`src/rtl/assert_macros.svh`:
```
// assertion macros for the rtl files, used by line_rasterizer.sv
`ifndef ASSERT_MACROS_SVH
`define ASSERT_MACROS_SVH

// property checked at every rising edge of clk, off while rst is high
`define ASSERT_CLK(label, prop, msg) \
  label: assert property (@(posedge clk) disable iff (rst) (prop)) else $error(msg);

// implication checked at every rising edge of clk, off while rst is high
`define ASSERT_IMPL(label, ante, cons, msg) \
  label: assert property (@(posedge clk) disable iff (rst) (ante) |-> (cons)) \
    else $error(msg);

// next-cycle implication, off while rst is high
`define ASSERT_NEXT(label, ante, cons, msg) \
  label: assert property (@(posedge clk) disable iff (rst) (ante) |=> (cons)) \
    else $error(msg);

`endif

```
`src/rtl/lr_pkg.sv`:
```
// types and constants of the line rasterizer
`timescale 1ns / 1ps

package lr_pkg;

  localparam int COORD_W    = 6;
  localparam int COLOR_W    = 32;
  localparam int TWICE_W    = COORD_W + 1;
  localparam int ERR_W      = COORD_W + 3;
  localparam int CFG_IDX_W  = 2;
  localparam int CQ_DEPTH   = 2;
  localparam int CQ_PTR_W   = $clog2(CQ_DEPTH);
  localparam int CQ_CNT_W   = CQ_PTR_W + 1;

  localparam logic [7:0] OPAQUE_ALPHA = 8'd255;

  localparam logic [CFG_IDX_W-1:0] REG_ORIGIN_X = 2'd0;
  localparam logic [CFG_IDX_W-1:0] REG_ORIGIN_Y = 2'd1;

  typedef struct packed {
    logic [COORD_W-1:0] start_x;
    logic [COORD_W-1:0] start_y;
    logic [COORD_W-1:0] end_x;
    logic [COORD_W-1:0] end_y;
    logic [COLOR_W-1:0] pen_color;
  } lr_req_t;

  typedef struct packed {
    logic [COORD_W-1:0] pixel_x;
    logic [COORD_W-1:0] pixel_y;
    logic [COLOR_W-1:0] pixel_color;
    logic               last;
    logic               error;
  } lr_rsp_t;

  // classified line request, ready for the stepping loop
  typedef struct packed {
    logic                    is_error;
    logic [COORD_W-1:0]      start_x;
    logic [COORD_W-1:0]      start_y;
    logic [COORD_W-1:0]      goal_x;
    logic [COORD_W-1:0]      goal_y;
    logic [TWICE_W-1:0]      twice_dx;
    logic [TWICE_W-1:0]      twice_dy;
    logic                    step_neg_x;
    logic                    step_neg_y;
    logic                    x_major;
    logic signed [ERR_W-1:0] err_init;
    logic [COLOR_W-1:0]      color;
  } lr_cmd_t;

  typedef struct packed {
    logic full;
    logic empty;
  } lr_cq_stat_t;

  typedef enum logic {
    ST_IDLE,
    ST_DRAW
  } lr_state_t;

endpackage

```
`src/rtl/lr_front.sv`:
```
// front end: origin registers, endpoint offset and line setup
`timescale 1ns / 1ps

module lr_front import lr_pkg::*; (
  input  logic                 clk,
  input  logic                 rst,
  input  logic                 push,
  output logic                 full,
  input  lr_req_t              req,
  input  logic                 cfg_valid,
  output logic                 cfg_ready,
  input  logic [CFG_IDX_W-1:0] cfg_index,
  input  logic [COORD_W-1:0]   cfg_data,
  input  lr_cq_stat_t          cq_stat,
  output logic                 cq_push,
  output lr_cmd_t              cq_cmd
);

  logic [COORD_W-1:0] origin_x;
  logic [COORD_W-1:0] origin_y;
  logic [COORD_W-1:0] sx, sy, gx, gy;
  logic [COORD_W:0]   diff_x, diff_y, mag_x, mag_y;
  logic [COORD_W-1:0] abs_x, abs_y;
  logic               neg_x, neg_y, x_major;
  logic [TWICE_W-1:0] tdx, tdy;

  assign cfg_ready = 1'b1;

  always_ff @(posedge clk) begin
    if (rst) begin
      origin_x <= '0;
      origin_y <= '0;
    end else if (cfg_valid && cfg_ready) begin
      unique case (cfg_index)
        REG_ORIGIN_X: origin_x <= cfg_data;
        REG_ORIGIN_Y: origin_y <= cfg_data;
        default: ;
      endcase
    end
  end

  always_comb begin
    // sums wrap within the tile
    sx = req.start_x + origin_x;
    sy = req.start_y + origin_y;
    gx = req.end_x + origin_x;
    gy = req.end_y + origin_y;

    diff_x = {1'b0, gx} - {1'b0, sx};
    diff_y = {1'b0, gy} - {1'b0, sy};
    neg_x  = diff_x[COORD_W];
    neg_y  = diff_y[COORD_W];
    mag_x  = neg_x ? (~diff_x + 1'b1) : diff_x;
    mag_y  = neg_y ? (~diff_y + 1'b1) : diff_y;
    abs_x  = mag_x[COORD_W-1:0];
    abs_y  = mag_y[COORD_W-1:0];
    tdx    = {abs_x, 1'b0};
    tdy    = {abs_y, 1'b0};
    // a tie goes to y
    x_major = abs_x > abs_y;

    cq_cmd.is_error   = req.pen_color[COLOR_W-1 -: 8] != OPAQUE_ALPHA;
    cq_cmd.start_x    = sx;
    cq_cmd.start_y    = sy;
    cq_cmd.goal_x     = gx;
    cq_cmd.goal_y     = gy;
    cq_cmd.twice_dx   = tdx;
    cq_cmd.twice_dy   = tdy;
    cq_cmd.step_neg_x = neg_x;
    cq_cmd.step_neg_y = neg_y;
    cq_cmd.x_major    = x_major;
    cq_cmd.color      = req.pen_color;
    if (x_major) begin
      cq_cmd.err_init = $signed({2'b00, tdy} - {3'b000, abs_x});
    end else begin
      cq_cmd.err_init = $signed({2'b00, tdx} - {3'b000, abs_y});
    end
  end

  assign full    = cq_stat.full;
  assign cq_push = push && !cq_stat.full;

endmodule

```
`src/rtl/lr_cmd_fifo.sv`:
```
// short command queue between front end and stepping engine
`timescale 1ns / 1ps

module lr_cmd_fifo import lr_pkg::*; (
  input  logic        clk,
  input  logic        rst,
  input  logic        wr_en,
  input  lr_cmd_t     wr_data,
  input  logic        rd_en,
  output lr_cmd_t     rd_data,
  output lr_cq_stat_t stat
);

  lr_cmd_t             mem [CQ_DEPTH];
  logic [CQ_PTR_W-1:0] wr_ptr, rd_ptr;
  logic [CQ_CNT_W-1:0] count;
  logic                do_wr, do_rd;

  assign stat.full  = count == CQ_CNT_W'(CQ_DEPTH);
  assign stat.empty = count == '0;
  assign do_wr      = wr_en && !stat.full;
  assign do_rd      = rd_en && !stat.empty;
  assign rd_data    = mem[rd_ptr];

  always_ff @(posedge clk) begin
    if (do_wr) begin
      mem[wr_ptr] <= wr_data;
    end
  end

  always_ff @(posedge clk) begin
    if (rst) begin
      wr_ptr <= '0;
      rd_ptr <= '0;
      count  <= '0;
    end else begin
      if (do_wr) begin
        wr_ptr <= wr_ptr + 1'b1;
      end
      if (do_rd) begin
        rd_ptr <= rd_ptr + 1'b1;
      end
      if (do_wr && !do_rd) begin
        count <= count + 1'b1;
      end else if (do_rd && !do_wr) begin
        count <= count - 1'b1;
      end
    end
  end

endmodule

```
`src/rtl/lr_back.sv`:
```
// stepping engine: walks the line one pixel a cycle into the result register while it is empty or popped
`timescale 1ns / 1ps

module lr_back import lr_pkg::*; (
  input  logic    clk,
  input  logic    rst,
  input  logic    cmd_avail,
  input  lr_cmd_t cmd,
  output logic    cmd_take,
  output logic    empty,
  input  logic    pop,
  output lr_rsp_t rsp
);

  lr_state_t               state, state_next;
  logic                    out_valid, out_valid_next;
  lr_rsp_t                 out_data, out_data_next;
  logic [COORD_W-1:0]      cur_x, cur_y, goal_x, goal_y;
  logic [COORD_W-1:0]      cur_x_next, cur_y_next, goal_x_next, goal_y_next;
  logic signed [ERR_W-1:0] err_term, err_term_next;
  logic [TWICE_W-1:0]      twice_dx, twice_dy, twice_dx_next, twice_dy_next;
  logic                    step_neg_x, step_neg_y, x_major;
  logic                    step_neg_x_next, step_neg_y_next, x_major_next;
  logic [COLOR_W-1:0]      color, color_next;
  logic                    adv, err_ge, is_last;
  logic [COORD_W-1:0]      sx, sy;

  always_ff @(posedge clk) begin
    if (rst) begin
      state     <= ST_IDLE;
      out_valid <= 1'b0;
    end else begin
      state     <= state_next;
      out_valid <= out_valid_next;
    end
  end

  always_ff @(posedge clk) begin
    out_data   <= out_data_next;
    cur_x      <= cur_x_next;
    cur_y      <= cur_y_next;
    goal_x     <= goal_x_next;
    goal_y     <= goal_y_next;
    err_term   <= err_term_next;
    twice_dx   <= twice_dx_next;
    twice_dy   <= twice_dy_next;
    step_neg_x <= step_neg_x_next;
    step_neg_y <= step_neg_y_next;
    x_major    <= x_major_next;
    color      <= color_next;
  end

  always_comb begin
    adv             = !out_valid || pop;
    state_next      = state;
    out_valid_next  = out_valid && !pop;
    out_data_next   = out_data;
    cur_x_next      = cur_x;
    cur_y_next      = cur_y;
    goal_x_next     = goal_x;
    goal_y_next     = goal_y;
    err_term_next   = err_term;
    twice_dx_next   = twice_dx;
    twice_dy_next   = twice_dy;
    step_neg_x_next = step_neg_x;
    step_neg_y_next = step_neg_y;
    x_major_next    = x_major;
    color_next      = color;
    cmd_take        = 1'b0;
    err_ge          = !err_term[ERR_W-1];
    is_last         = 1'b0;
    sx              = cur_x;
    sy              = cur_y;

    unique case (state)
      ST_IDLE: begin
        if (adv && cmd_avail) begin
          cmd_take       = 1'b1;
          out_valid_next = 1'b1;
          if (cmd.is_error) begin
            out_data_next.pixel_x     = '0;
            out_data_next.pixel_y     = '0;
            out_data_next.pixel_color = '0;
            out_data_next.last        = 1'b1;
            out_data_next.error       = 1'b1;
          end else begin
            cur_x_next      = cmd.start_x;
            cur_y_next      = cmd.start_y;
            goal_x_next     = cmd.goal_x;
            goal_y_next     = cmd.goal_y;
            err_term_next   = cmd.err_init;
            twice_dx_next   = cmd.twice_dx;
            twice_dy_next   = cmd.twice_dy;
            step_neg_x_next = cmd.step_neg_x;
            step_neg_y_next = cmd.step_neg_y;
            x_major_next    = cmd.x_major;
            color_next      = cmd.color;
            is_last = cmd.x_major ? (cmd.start_x == cmd.goal_x)
                                  : (cmd.start_y == cmd.goal_y);
            out_data_next.pixel_x     = cmd.start_x;
            out_data_next.pixel_y     = cmd.start_y;
            out_data_next.pixel_color = cmd.color;
            out_data_next.last        = is_last;
            out_data_next.error       = 1'b0;
            if (!is_last) begin
              state_next = ST_DRAW;
            end
          end
        end
      end
      ST_DRAW: begin
        if (adv) begin
          // minor axis steps when the error term is not negative
          if (x_major) begin
            sx = step_neg_x ? cur_x - 1'b1 : cur_x + 1'b1;
            if (err_ge) begin
              sy = step_neg_y ? cur_y - 1'b1 : cur_y + 1'b1;
            end
            err_term_next = err_term + $signed({2'b00, twice_dy})
                            - (err_ge ? $signed({2'b00, twice_dx}) : '0);
            is_last = sx == goal_x;
          end else begin
            sy = step_neg_y ? cur_y - 1'b1 : cur_y + 1'b1;
            if (err_ge) begin
              sx = step_neg_x ? cur_x - 1'b1 : cur_x + 1'b1;
            end
            err_term_next = err_term + $signed({2'b00, twice_dx})
                            - (err_ge ? $signed({2'b00, twice_dy}) : '0);
            is_last = sy == goal_y;
          end
          cur_x_next     = sx;
          cur_y_next     = sy;
          out_valid_next = 1'b1;
          out_data_next.pixel_x     = sx;
          out_data_next.pixel_y     = sy;
          out_data_next.pixel_color = color;
          out_data_next.last        = is_last;
          out_data_next.error       = 1'b0;
          if (is_last) begin
            state_next = ST_IDLE;
          end
        end
      end
    endcase
  end

  assign empty = !out_valid;
  assign rsp   = out_data;

endmodule

```
`src/rtl/line_rasterizer.sv`:
```
// top level of the line rasterizer
`timescale 1ns / 1ps
`include "assert_macros.svh"

// Bresenham line rasterizer for a 64 by 64 pixel tile. A line request is
// taken whenever full is low; the front end adds the origin registers to
// both endpoints (wrapping within the tile), sets up the deltas and the
// error term in the same cycle, and parks the request in a two-entry command
// queue. The stepping engine pulls requests from that queue and produces one
// pixel per cycle, while its result register is empty or being popped, into
// that single result register, so a line gives |major-axis delta| + 1 pixels
// (1 to 64); a request with a pen alpha other than 255 gives one error beat.
// Up to two further requests are taken while a line is being drawn, and a
// stalled result holds only the stepping engine. Origin registers are written
// through cfg_valid/cfg_ready (always ready) at index 0 (x) and 1 (y).

module line_rasterizer import lr_pkg::*; (
  input  logic                 clk,
  input  logic                 rst,
  input  logic                 push,
  output logic                 full,
  input  lr_req_t              req,
  output logic                 empty,
  input  logic                 pop,
  output lr_rsp_t              rsp,
  input  logic                 cfg_valid,
  output logic                 cfg_ready,
  input  logic [CFG_IDX_W-1:0] cfg_index,
  input  logic [COORD_W-1:0]   cfg_data
);

  lr_cq_stat_t cq_stat;
  logic        cq_push, cq_take;
  lr_cmd_t     cq_wr_cmd, cq_rd_cmd;

  lr_front u_front (
    .clk       (clk),
    .rst       (rst),
    .push      (push),
    .full      (full),
    .req       (req),
    .cfg_valid (cfg_valid),
    .cfg_ready (cfg_ready),
    .cfg_index (cfg_index),
    .cfg_data  (cfg_data),
    .cq_stat   (cq_stat),
    .cq_push   (cq_push),
    .cq_cmd    (cq_wr_cmd)
  );

  lr_cmd_fifo u_cmd_fifo (
    .clk     (clk),
    .rst     (rst),
    .wr_en   (cq_push),
    .wr_data (cq_wr_cmd),
    .rd_en   (cq_take),
    .rd_data (cq_rd_cmd),
    .stat    (cq_stat)
  );

  lr_back u_back (
    .clk       (clk),
    .rst       (rst),
    .cmd_avail (!cq_stat.empty),
    .cmd       (cq_rd_cmd),
    .cmd_take  (cq_take),
    .empty     (empty),
    .pop       (pop),
    .rsp       (rsp)
  );

  // the engine only takes a command that is there
  `ASSERT_IMPL(a_take_nonempty, cq_take, !cq_stat.empty, "command taken from empty queue")
  // an error beat always closes its request
  `ASSERT_IMPL(a_error_last, !empty && rsp.error, rsp.last && rsp.pixel_color == '0, "bad error beat")
  // drawn pixels always carry an opaque pen
  `ASSERT_IMPL(a_opaque_pixel, !empty && !rsp.error,
               rsp.pixel_color[COLOR_W-1 -: 8] == OPAQUE_ALPHA, "pixel with non-opaque pen")
  // a line in progress is never cut by an error beat
  `ASSERT_NEXT(a_line_continues, pop && !empty && !rsp.last, empty || !rsp.error,
               "error beat inside a line")

endmodule
```
`config.mk`:
```
export PLATFORM = sky130hd
export DESIGN_NAME = line_rasterizer
export DESIGN_NICKNAME = d
export VERILOG_FILES = /design/src/rtl/lr_pkg.sv /design/src/rtl/lr_front.sv /design/src/rtl/lr_cmd_fifo.sv /design/src/rtl/lr_back.sv /design/src/rtl/line_rasterizer.sv
export VERILOG_INCLUDE_DIRS = /design/src /design/src/rtl
export SDC_FILE = /design/constraint.sdc
export NUM_CORES = 1
export LEC_CHECK = 0
export BUFFER_PORTS_ARGS = -buffer_cell sky130_fd_sc_hd__buf_2
export CELL_PAD_IN_SITES_DETAIL_PLACEMENT = 2
export CELL_PAD_IN_SITES_GLOBAL_PLACEMENT = 2
export CORE_MARGIN = 1.5
export CORE_UTILIZATION = 46
export DETAILED_ROUTE_END_ITERATION = 6
export GPL_TIMING_DRIVEN = 0
export PLACE_DENSITY_LB_ADDON = 0.1
export SYNTH_ARGS = -nofsm -noshare
export SYNTH_HDL_FRONTEND = slang
export SYNTH_SLANG_ARGS = --single-unit
```
`constraint.sdc`:
```
create_clock -name clk -period 9.7 [get_ports clk]
set_input_delay 0.485 -clock clk [delete_from_list [all_inputs] [get_ports clk]]
set_output_delay 0.485 -clock clk [all_outputs]
set_load 0.01 [all_outputs]
```
==> results of run 1 <==
area by class of cell:
cell class                 count  share of cell area (%)
timing repair buffer         123                    4.26
multi-input combinational    708                    32.6
inverter                      94                    2.03
buffer                        34                   0.820
clock buffer                  44                    5.29
sequential                   302                    51.0
clock inverter                18                   0.827
tap                          435                    3.13
flip-flops by register name (all words and copies together) (netlist names), 6 cells and up, named ones only:
register and flops:
u_back.twice_dx 6, u_back.cur_x 6, u_cmd_fifo.mem 158, u_front.origin_y 6
u_back.rsp 46, u_back.goal_y 6, u_back.cur_y 6, u_back.twice_dy 6
u_back.color 32, u_back.err_term 8, u_front.origin_x 6, u_back.goal_x 6
where the power goes:
group          internal (uW)  switching (uW)
logic                    719            1170
clock network            727             521
registers               1840            83.2
cells in the mapped netlist, types with 5 or more instances:
cell type and n:
a21oi_1 49, nor2_1 82, o21ai_0 48, ha_1 61, and3_1 5, a21o_1 14
fa_1 22, o211ai_1 5, buf_1 7, edfxtp_1 283, mux2i_1 40, xnor2_1 68
inv_1 94, nand2b_1 42, dfxtp_1 19, or3_1 5, nand4_1 5, mux2_2 67
clkbuf_1 24, a31oi_1 10, nand3_1 10, xor2_1 26, nand2_1 48, o21a_1 5
nor3_1 8, nor2b_1 18
routing by layer:
layer | routed length, um | global-route usage [%] | part of all wire [%]
met5 | 0 | 0 | 0
met4 | 949 | 7.61 | 2.3
met3 | 1590 | 3.57 | 3.8
met2 | 21500 | 46.1 | 51
met1 | 17800 | 32.8 | 43
final timing paths:
| path | startpoint | cells after the start | end |
|---|---|---|---|
| min | req[7] | 1 | u_cmd_fifo.mem[1][7] |
| max reg2reg | u_front.origin_y[2] | 19 | u_cmd_fifo.mem[1][40] |
| max | u_front.origin_y[2] | 19 | u_cmd_fifo.mem[1][40] |
| min reg2reg | u_back.color[13] | 2 | u_back.rsp[15] |
cells by family after synthesis:
group	Yosys count	share of synthesized area, %
other	1	0.0250
AO/OA/AOI/OAI	169	7.30
multiplexers	110	7.99
flip-flops	302	59.1
buffers and inverters	128	3.30
XOR/XNOR	97	5.81
adder cells (fa/ha/maj)	89	8.45
AND/OR/NAND/NOR	242	8.01
critical path: cells and delay by family (launching register included):
kind | cells | cell delay, ns
AOI/OAI and AO/OA | 6 | 1.97
xor gates and xnor gates | 2 | 1.04
adders and majority gates | 3 | 0.96
buffers and inverters | 1 | 0.17
DFF | 1 | 0.33
and+or+nand+nor | 7 | 1.18
through the flow:
step           total power, uW  std cells  utilization [%]  hold WS [ns]  setup slack, ns
2_1_floorplan             3130       1138                -         0.472             4.81
3_3_place_gp              3570       1688             50.6         0.485             3.00
3_5_place_dp              3810       1696             51.2         0.528             3.69
4_1_cts                   5100       1758             54.6         0.129             3.88
5_1_grt                   5280       1758             54.6         0.136             3.50
6_report                  5060       1758             54.6         0.154             3.89
==> results.toml, run 1 <==
[setup_path]
slowest_stage = "a2111oi_0"
cp_cell_sequence = "ha_1 > nand3_1 > a21oi_1 > o21a_1 > nor2_1 > xnor2_1 > ha_1 > clkbuf_4 > a31oi_1 > nand2b_1 > a31oi_1 > xor2_1 > ha_1 > nand3_1 > or3_1 > a22oi_1 > nor2_1 > a2111oi_0 > or3_1"
setup.worst_path.start_class = "flop"
cp.arrival_ns = 6.17
slowest_delay_ns = 0.59
end_kind = "flop"
critPathMaxFanout = 7
critical_path_class = "flop to flop"
reg2reg_slack_ns = 3.89
cp.required_ns = 10.06
crit_top_cell = "ha_1"

[run]
drv_cap = 0

[yosys]
async_flop_share_pct = 0
netlist_instances = 1138
yosysUniqueCellTypes = 76
synthFlopType = "edfxtp_1"
synth_edf_count = 283
synth_warnings = 0
synth_top_area_cell = "edfxtp_1"
netlist_area_mm2 = 0.0150
ys_seq_elements = 302
synth_top_area_share_pct = 56.6
yosysSeqAreaShare_pct = 59.1
syn_avg_cell_area_um2 = 13.2
synth_fp_nets = 1290
synth.area.top_cells = "edfxtp_1 (57%), ha_1 (5.1%), mux2_2 (5.0%)"

[timing]
tightestPinTransition_ns = 1.10
max_freq_ghz = 0.172
min_period_ns = 5.81
slew_headroom_pct = 26.7
finalSetupViolCount = 0
hold_viol = 0
tns_ns = 0
skew_ns = 0.0129
drv_slew = 0
min_period_over_period_pct = 59.9
rsz0062_at_grt = "no"

[detailed_routing]
num_vias = 9512
routedWlPerCell_um = 23.8
drt_wl_total_um = 41800
via_per_inst = 5.41
drc = 0
first_pass_iters = 4
drt_iter0_drc = 462
ant_nets = 0

[placed_design]
hpwl_um = 31000
io_buffers = 115
placed_area_mm2 = 0.0163
gp_congestion = 0.770

[clock_tree]
tritoncts = "yes"
clock_sinks = 302
path_clk_slew_ns = 0.06
clockBufferDepth = 3
cts_hold_buffers = 0
cts_buffers = 35
h-tree-depth = 2
clk-insertion-delay-late_ns = 0.52
cts.repair.resized = 0
cts_setup_buffers = 0
cts-root-buf = "clkbuf_16"

[cells_and_area]
final_common_cell = "edfxtp_1"
fin_area_mm2 = 0.0174
diodes = 0
num-nets-final = 1450
area_delta_synth_final_pct = 15.9
drive_gt1_share_pct = 20.5
fillCellCount = 3023
multiInputGateArea_mm2 = 0.00568
final_cell_mix = "edfxtp_1 (283), buf_2 (115), inv_1 (94)"
seq_area_mm2 = 0.00888

[status]
run_status = "finished clean"

[die]
initial_utilization_pct = 47.1
die_w_um = 184
ios = 118
die-area_mm2 = 0.0337
num_rows = 65
placeableCoreArea_mm2 = 0.0319
die_h_um = 184

[global_routing]
antenna_found_initial = 0
grtUsageTotal_pct = 25.9
grt_pass1_wl_um = 64800
grt_pass1_vias = 10800
grt_max_degree = 62
grt-ovfl-total = 0

[power]
p_leak_uw = 0.00663
peakVddDrop_mv = 0.158
p_per_area_mw_per_mm2 = 291

[hold_path]
min_path_type = "input pin to flop"
(Power assumes the default switching activity.)
==> run 2: changes to the inputs <==
- CORE_UTILIZATION: 46 -> 38
- clock period: 9.7 -> 4.7 ns (I/O delays scaled with it)
==> results.toml, run 2 (same netlist as run 1, synthesis figures left out) <==
[detailed_routing]
ant_nets = 0
via_per_inst = 5.05
drt_iter0_drc = 294
num_vias = 9712
drc = 0
routedWlPerCell_um = 21.9
drt_wl_total_um = 42200
first_pass_iters = 4

[global_routing]
use_met3_pct = 3.02
use_met1_pct = 26.3
grt_max_degree = 47
grtUsageTotal_pct = 20.8
grtUsageMet2_pct = 36.8
grt-ovfl-total = 0
antenna_found_initial = 0
grt_pass1_wl_um = 64500
grt_pass1_vias = 11100
grt.busiest_layer = "met2"

[power]
p_per_area_mw_per_mm2 = 587
p_leak_uw = 0.00714
peakVddDrop_mv = 0.302

[timing]
setup_slack_ns = -0.136
tightestPinTransition_ns = 1.16
hold_viol = 0
min_period_ns = 4.84
rsz0062_at_grt = "yes"
drv_slew = 0
skew_ns = 0.0140
min_period_over_period_pct = 103
max_freq_ghz = 0.207
slew_headroom_pct = 22.3
finalSetupViolCount = 12
tns_ns = -1.06

[clock_tree]
cts_buffers = 35
clock_sinks = 302
cts-root-buf = "clkbuf_16"
path_clk_slew_ns = 0.06
clk-insertion-delay-late_ns = 0.56
tritoncts = "yes"
h-tree-depth = 2
clockBufferDepth = 3

[cells_and_area]
final_cell_mix = "edfxtp_1 (283), buf_2 (115), inv_1 (89)"
diodes = 0
num-nets-final = 1536
drive_gt1_share_pct = 29.3
largest_register_ffs = 158
final_common_cell = "edfxtp_1"
area_delta_synth_final_pct = 25.9
regMostFlops = "u_cmd_fifo.mem"
fin_util_pct = 48.7

[placed_design]
pre_cts_ws_ns = -0.960
gp_congestion = 0.761
io_buffers = 115
hpwl_um = 28800

[run]
drv_cap = 0

[die]
ios = 118
die_w_um = 202
placeableCoreArea_mm2 = 0.0388
die-area_mm2 = 0.0407
initial_utilization_pct = 38.7
num_rows = 72
die_h_um = 202

[setup_path]
critical_path_class = "flop to flop"
critPathMaxFanout = 6
cp.arrival_ns = 5.13
rr_startpoint = "u_front.origin_x[0]"
startpoint = "u_front.origin_x[0]"
setup.worst_path.start_class = "flop"
end_kind = "flop"
cp.required_ns = 4.99

[hold_path]
min_from = "req[38]"
min_path_type = "input pin to flop"

[status]
run_status = "finished with violations"
violations = "negative setup slack"
-- run 2: cell types whose count changed in the layout (fill, tap and decap cells not counted), sizes merged --
cell / before / now
clkbuf: 69 / 67
inv: 98 / 97
clkinvlp: 0 / 2
dlygate4sd3: 0 / 38
clkinv: 12 / 10
buf: 132 / 180
-- run 2: repair_timing --
item / CTS / global route
gates resized for setup: 90 / 31
endpoints found under the setup margin: 16 / 16
hold buffers: 38 / 0
pin swaps: 37 / 28
buffers inserted: 27 / 21
hold endpoints to repair: 75 / 0
-- run 2: final cells by class --
class	instances	area, um2
Clock buffer	42	902
Sequential cell	302	8890
Buffer	34	143
Timing Repair Buffer	209	1460
Fill cell	3719	19900
Multi-Input combinational cell	708	6330
Inverter	94	353
Clock inverter	17	180
Tap cell	518	648
-- run 2: worst paths after layout --
path,to,slack [ns],cells past startpoint
setup / recovery,u_cmd_fifo.mem[1][33],-0.14,15
hold / removal,u_cmd_fifo.mem[1][62],0.03,2
setup reg to reg,u_cmd_fifo.mem[1][33],-0.14,15
hold reg to reg,u_back.rsp[18],0.53,2
-- run 2: stage by stage --
| stage | instance area [um2] | hold WS (ns) | cells | power, uW |
|---|---|---|---|---|
| 2_1_floorplan | 15000 | 0.334 | 1138 | 6460 |
| 3_3_place_gp | 16200 | 0.424 | 1771 | 7450 |
| 3_5_place_dp | 16400 | 0.426 | 1779 | 7680 |
| 4_1_cts | 18600 | 0.0256 | 1903 | 10800 |
| 5_1_grt | 18900 | 0.0344 | 1924 | 11700 |
| 6_report | 18900 | 0.0339 | 1924 | 11100 |
-- run 2: layer usage --
metal / share of wire (%) / routed length (um)
met2: 52 / 21900
met1: 43 / 18100
met4: 2.1 / 879
met5: 0 / 0
met3: 3.1 / 1330
-- run 2: where the power goes --
| part | internal, uW | switching, uW |
|---|---|---|
| clock | 1500 | 1140 |
| sequential | 3800 | 153 |
| combinational | 1970 | 2550 |
| total | 7260 | 3840 |
-- run 2: critical path, stage by stage, from the launching register on --
cell and delay, ns:
dfxtp_4 0.37, ha_4 0.17, fa_2 0.54, inv_2 0.05, fa_2 0.34, maj3_2 0.33, a2111o_1 0.54, a21oi_4 0.25
xnor2_4 0.16, ha_4 0.33, inv_2 0.06, o311ai_4 0.27, a22oi_2 0.11, or2_4 0.29, maj3_4 0.41, mux2_4 0.33
==> run 3: changes to the inputs <==
- CAP_MARGIN: unset -> 25
- CELL_PAD_IN_SITES_DETAIL_PLACEMENT: 2 -> unset
- CELL_PAD_IN_SITES_GLOBAL_PLACEMENT: 2 -> unset
- CORE_MARGIN: 1.5 -> 2
- CORE_UTILIZATION: 38 -> 51
==> results.toml, run 3 (same netlist as run 1, synthesis figures left out) <==
[status]
run_status = "finished with violations"
violations = "negative setup slack"

[cells_and_area]
area_delta_synth_final_pct = 22.7
instances_no_fill = 1773
fillCellCount = 2259
regMostFlops = "u_cmd_fifo.mem"
final_cell_mix = "edfxtp_1 (283), buf_2 (116), inv_1 (90)"
diodes = 0
num-nets-final = 1517
drive_gt1_share_pct = 27.6
largest_register_ffs = 158
final_common_cell = "edfxtp_1"

[clock_tree]
h-tree-depth = 1
clockBufferDepth = 3
tritoncts = "yes"
cts-root-buf = "clkbuf_16"
cts_buffers = 31
clk-insertion-delay-late_ns = 0.55
path_clk_slew_ns = 0.06
clock_sinks = 302

[power]
peakVddDrop_mv = 0.375
power_uw = 10200
p_per_area_mw_per_mm2 = 554
p_leak_uw = 0.00704

[timing]
setup_slack_ns = -0.0129
rsz0062_at_grt = "yes"
max_freq_ghz = 0.212
min_period_over_period_pct = 100
min_period_ns = 4.71
tightestPinTransition_ns = 0.893
drv_slew = 0
whs_ns = 0.0367
skew_ns = 0.0255
slew_headroom_pct = 40.3
finalSetupViolCount = 2
hold_viol = 0

[die]
num_rows = 62
die_w_um = 176
initial_utilization_pct = 52.0
ios = 118
placeableCoreArea_mm2 = 0.0289
die-area_mm2 = 0.0308
die_h_um = 176

[setup_path]
crit_buf_inv = 2
r2r-end = "u_cmd_fifo.mem[1][33]"
rr_worst_depth = 15
cp.required_ns = 4.97
cp_cell_sequence = "ha_4 > fa_2 > inv_2 > fa_2 > maj3_2 > a2111o_1 > a21oi_4 > xnor2_4 > ha_4 > inv_4 > o311ai_4 > a22oi_2 > or2_4 > maj3_4 > mux2_4"
critPathMaxFanout = 6
path_delay_family = "adder cells"
slowest_delay_ns = 0.55
startpoint = "u_front.origin_x[0]"
cp.depth = 15
rr_startpoint = "u_front.origin_x[0]"
critical_path_class = "flop to flop"
slowest_stage = "fa_2"
setup.worst_path.start_class = "flop"
cp.arrival_ns = 4.98
end_kind = "flop"
reg2reg_slack_ns = -0.01
crit_path_end = "u_cmd_fifo.mem[1][33]"

[detailed_routing]
first_pass_iters = 5
routedWlPerCell_um = 17.4
drt_iter0_drc = 502
via_per_inst = 5.18
num_vias = 9190
drt_wl_total_um = 30900
ant_nets = 0
drc = 0

[global_routing]
grtUsageTotal_pct = 19.7
grt_pass1_wl_um = 47900
antenna_found_initial = 0
grt_max_degree = 46
grt_pass1_vias = 9195
grt-ovfl-total = 0

[hold_path]
min_path_type = "input pin to flop"

[placed_design]
hpwl_um = 21900
dp.cells = 1646
io_buffers = 115
gp_congestion = 0.832

[run]
drv_cap = 0
-- run 3: cell type report --
cell class / count / area [um2] / area share, %
Tap cell: 384 / 480 / 2.61
Clock inverter: 12 / 78.8 / 0.428
Buffer: 34 / 143 / 0.774
Sequential cell: 302 / 8890 / 48.2
Multi-Input combinational cell: 708 / 6240 / 33.9
Clock buffer: 45 / 883 / 4.79
Timing Repair Buffer: 194 / 1360 / 7.39
Inverter: 94 / 355 / 1.93
-- run 3: worst min-delay path by stage --
stage                                  to  slack (ns)  cells past startpoint         start
global route        u_cmd_fifo.mem[1][74]        0.03                      2       req[50]
global placement     u_cmd_fifo.mem[0][5]        0.42                      1        req[5]
CTS                   u_front.origin_x[5]        0.04                      4  cfg_index[1]
finish              u_cmd_fifo.mem[1][74]        0.04                      2       req[50]
floorplan            u_cmd_fifo.mem[0][0]        0.33                      0        req[0]
detailed placement  u_cmd_fifo.mem[0][16]        0.43                      1       req[16]
-- run 3: through the flow --
step                      setup WS, ns  util (%)  TNS, ns  instance area [um2]
after floorplan                0.00779         -        0                15000
after global placement           -2.17      55.7  -258.40                16100
after detailed placement        -0.682      56.4    -9.03                16300
after CTS                     0.000481      62.4        0                18000
after global routing           -0.0978      63.9   -0.732                18400
final                          -0.0129      63.9  -0.0218                18400
-- run 3: metal layers --
layer  up-vias  wire length [um]  global-route usage [%]
met1      4445             14000                    26.4
met3        35              1110                    2.06
li1       4534                 -                       -
met2       176             15300                    35.1
met4         0               437                    4.03
met5         -                 0                       0
-- run 3: power breakdown --
part	internal [uW]	switching (uW)
clock network	1350	958
logic	1830	2170
registers	3790	128
-- run 3: what timing repair did --
item | CTS | global route
hold buffers | 38 | 0
resized for setup | 54 | 46
hold endpoints to repair | 76 | 0
endpoints found under the setup margin | 16 | 14
setup buffers | 16 | 16
cloned | 0 | 0
pin swaps | 24 | 35
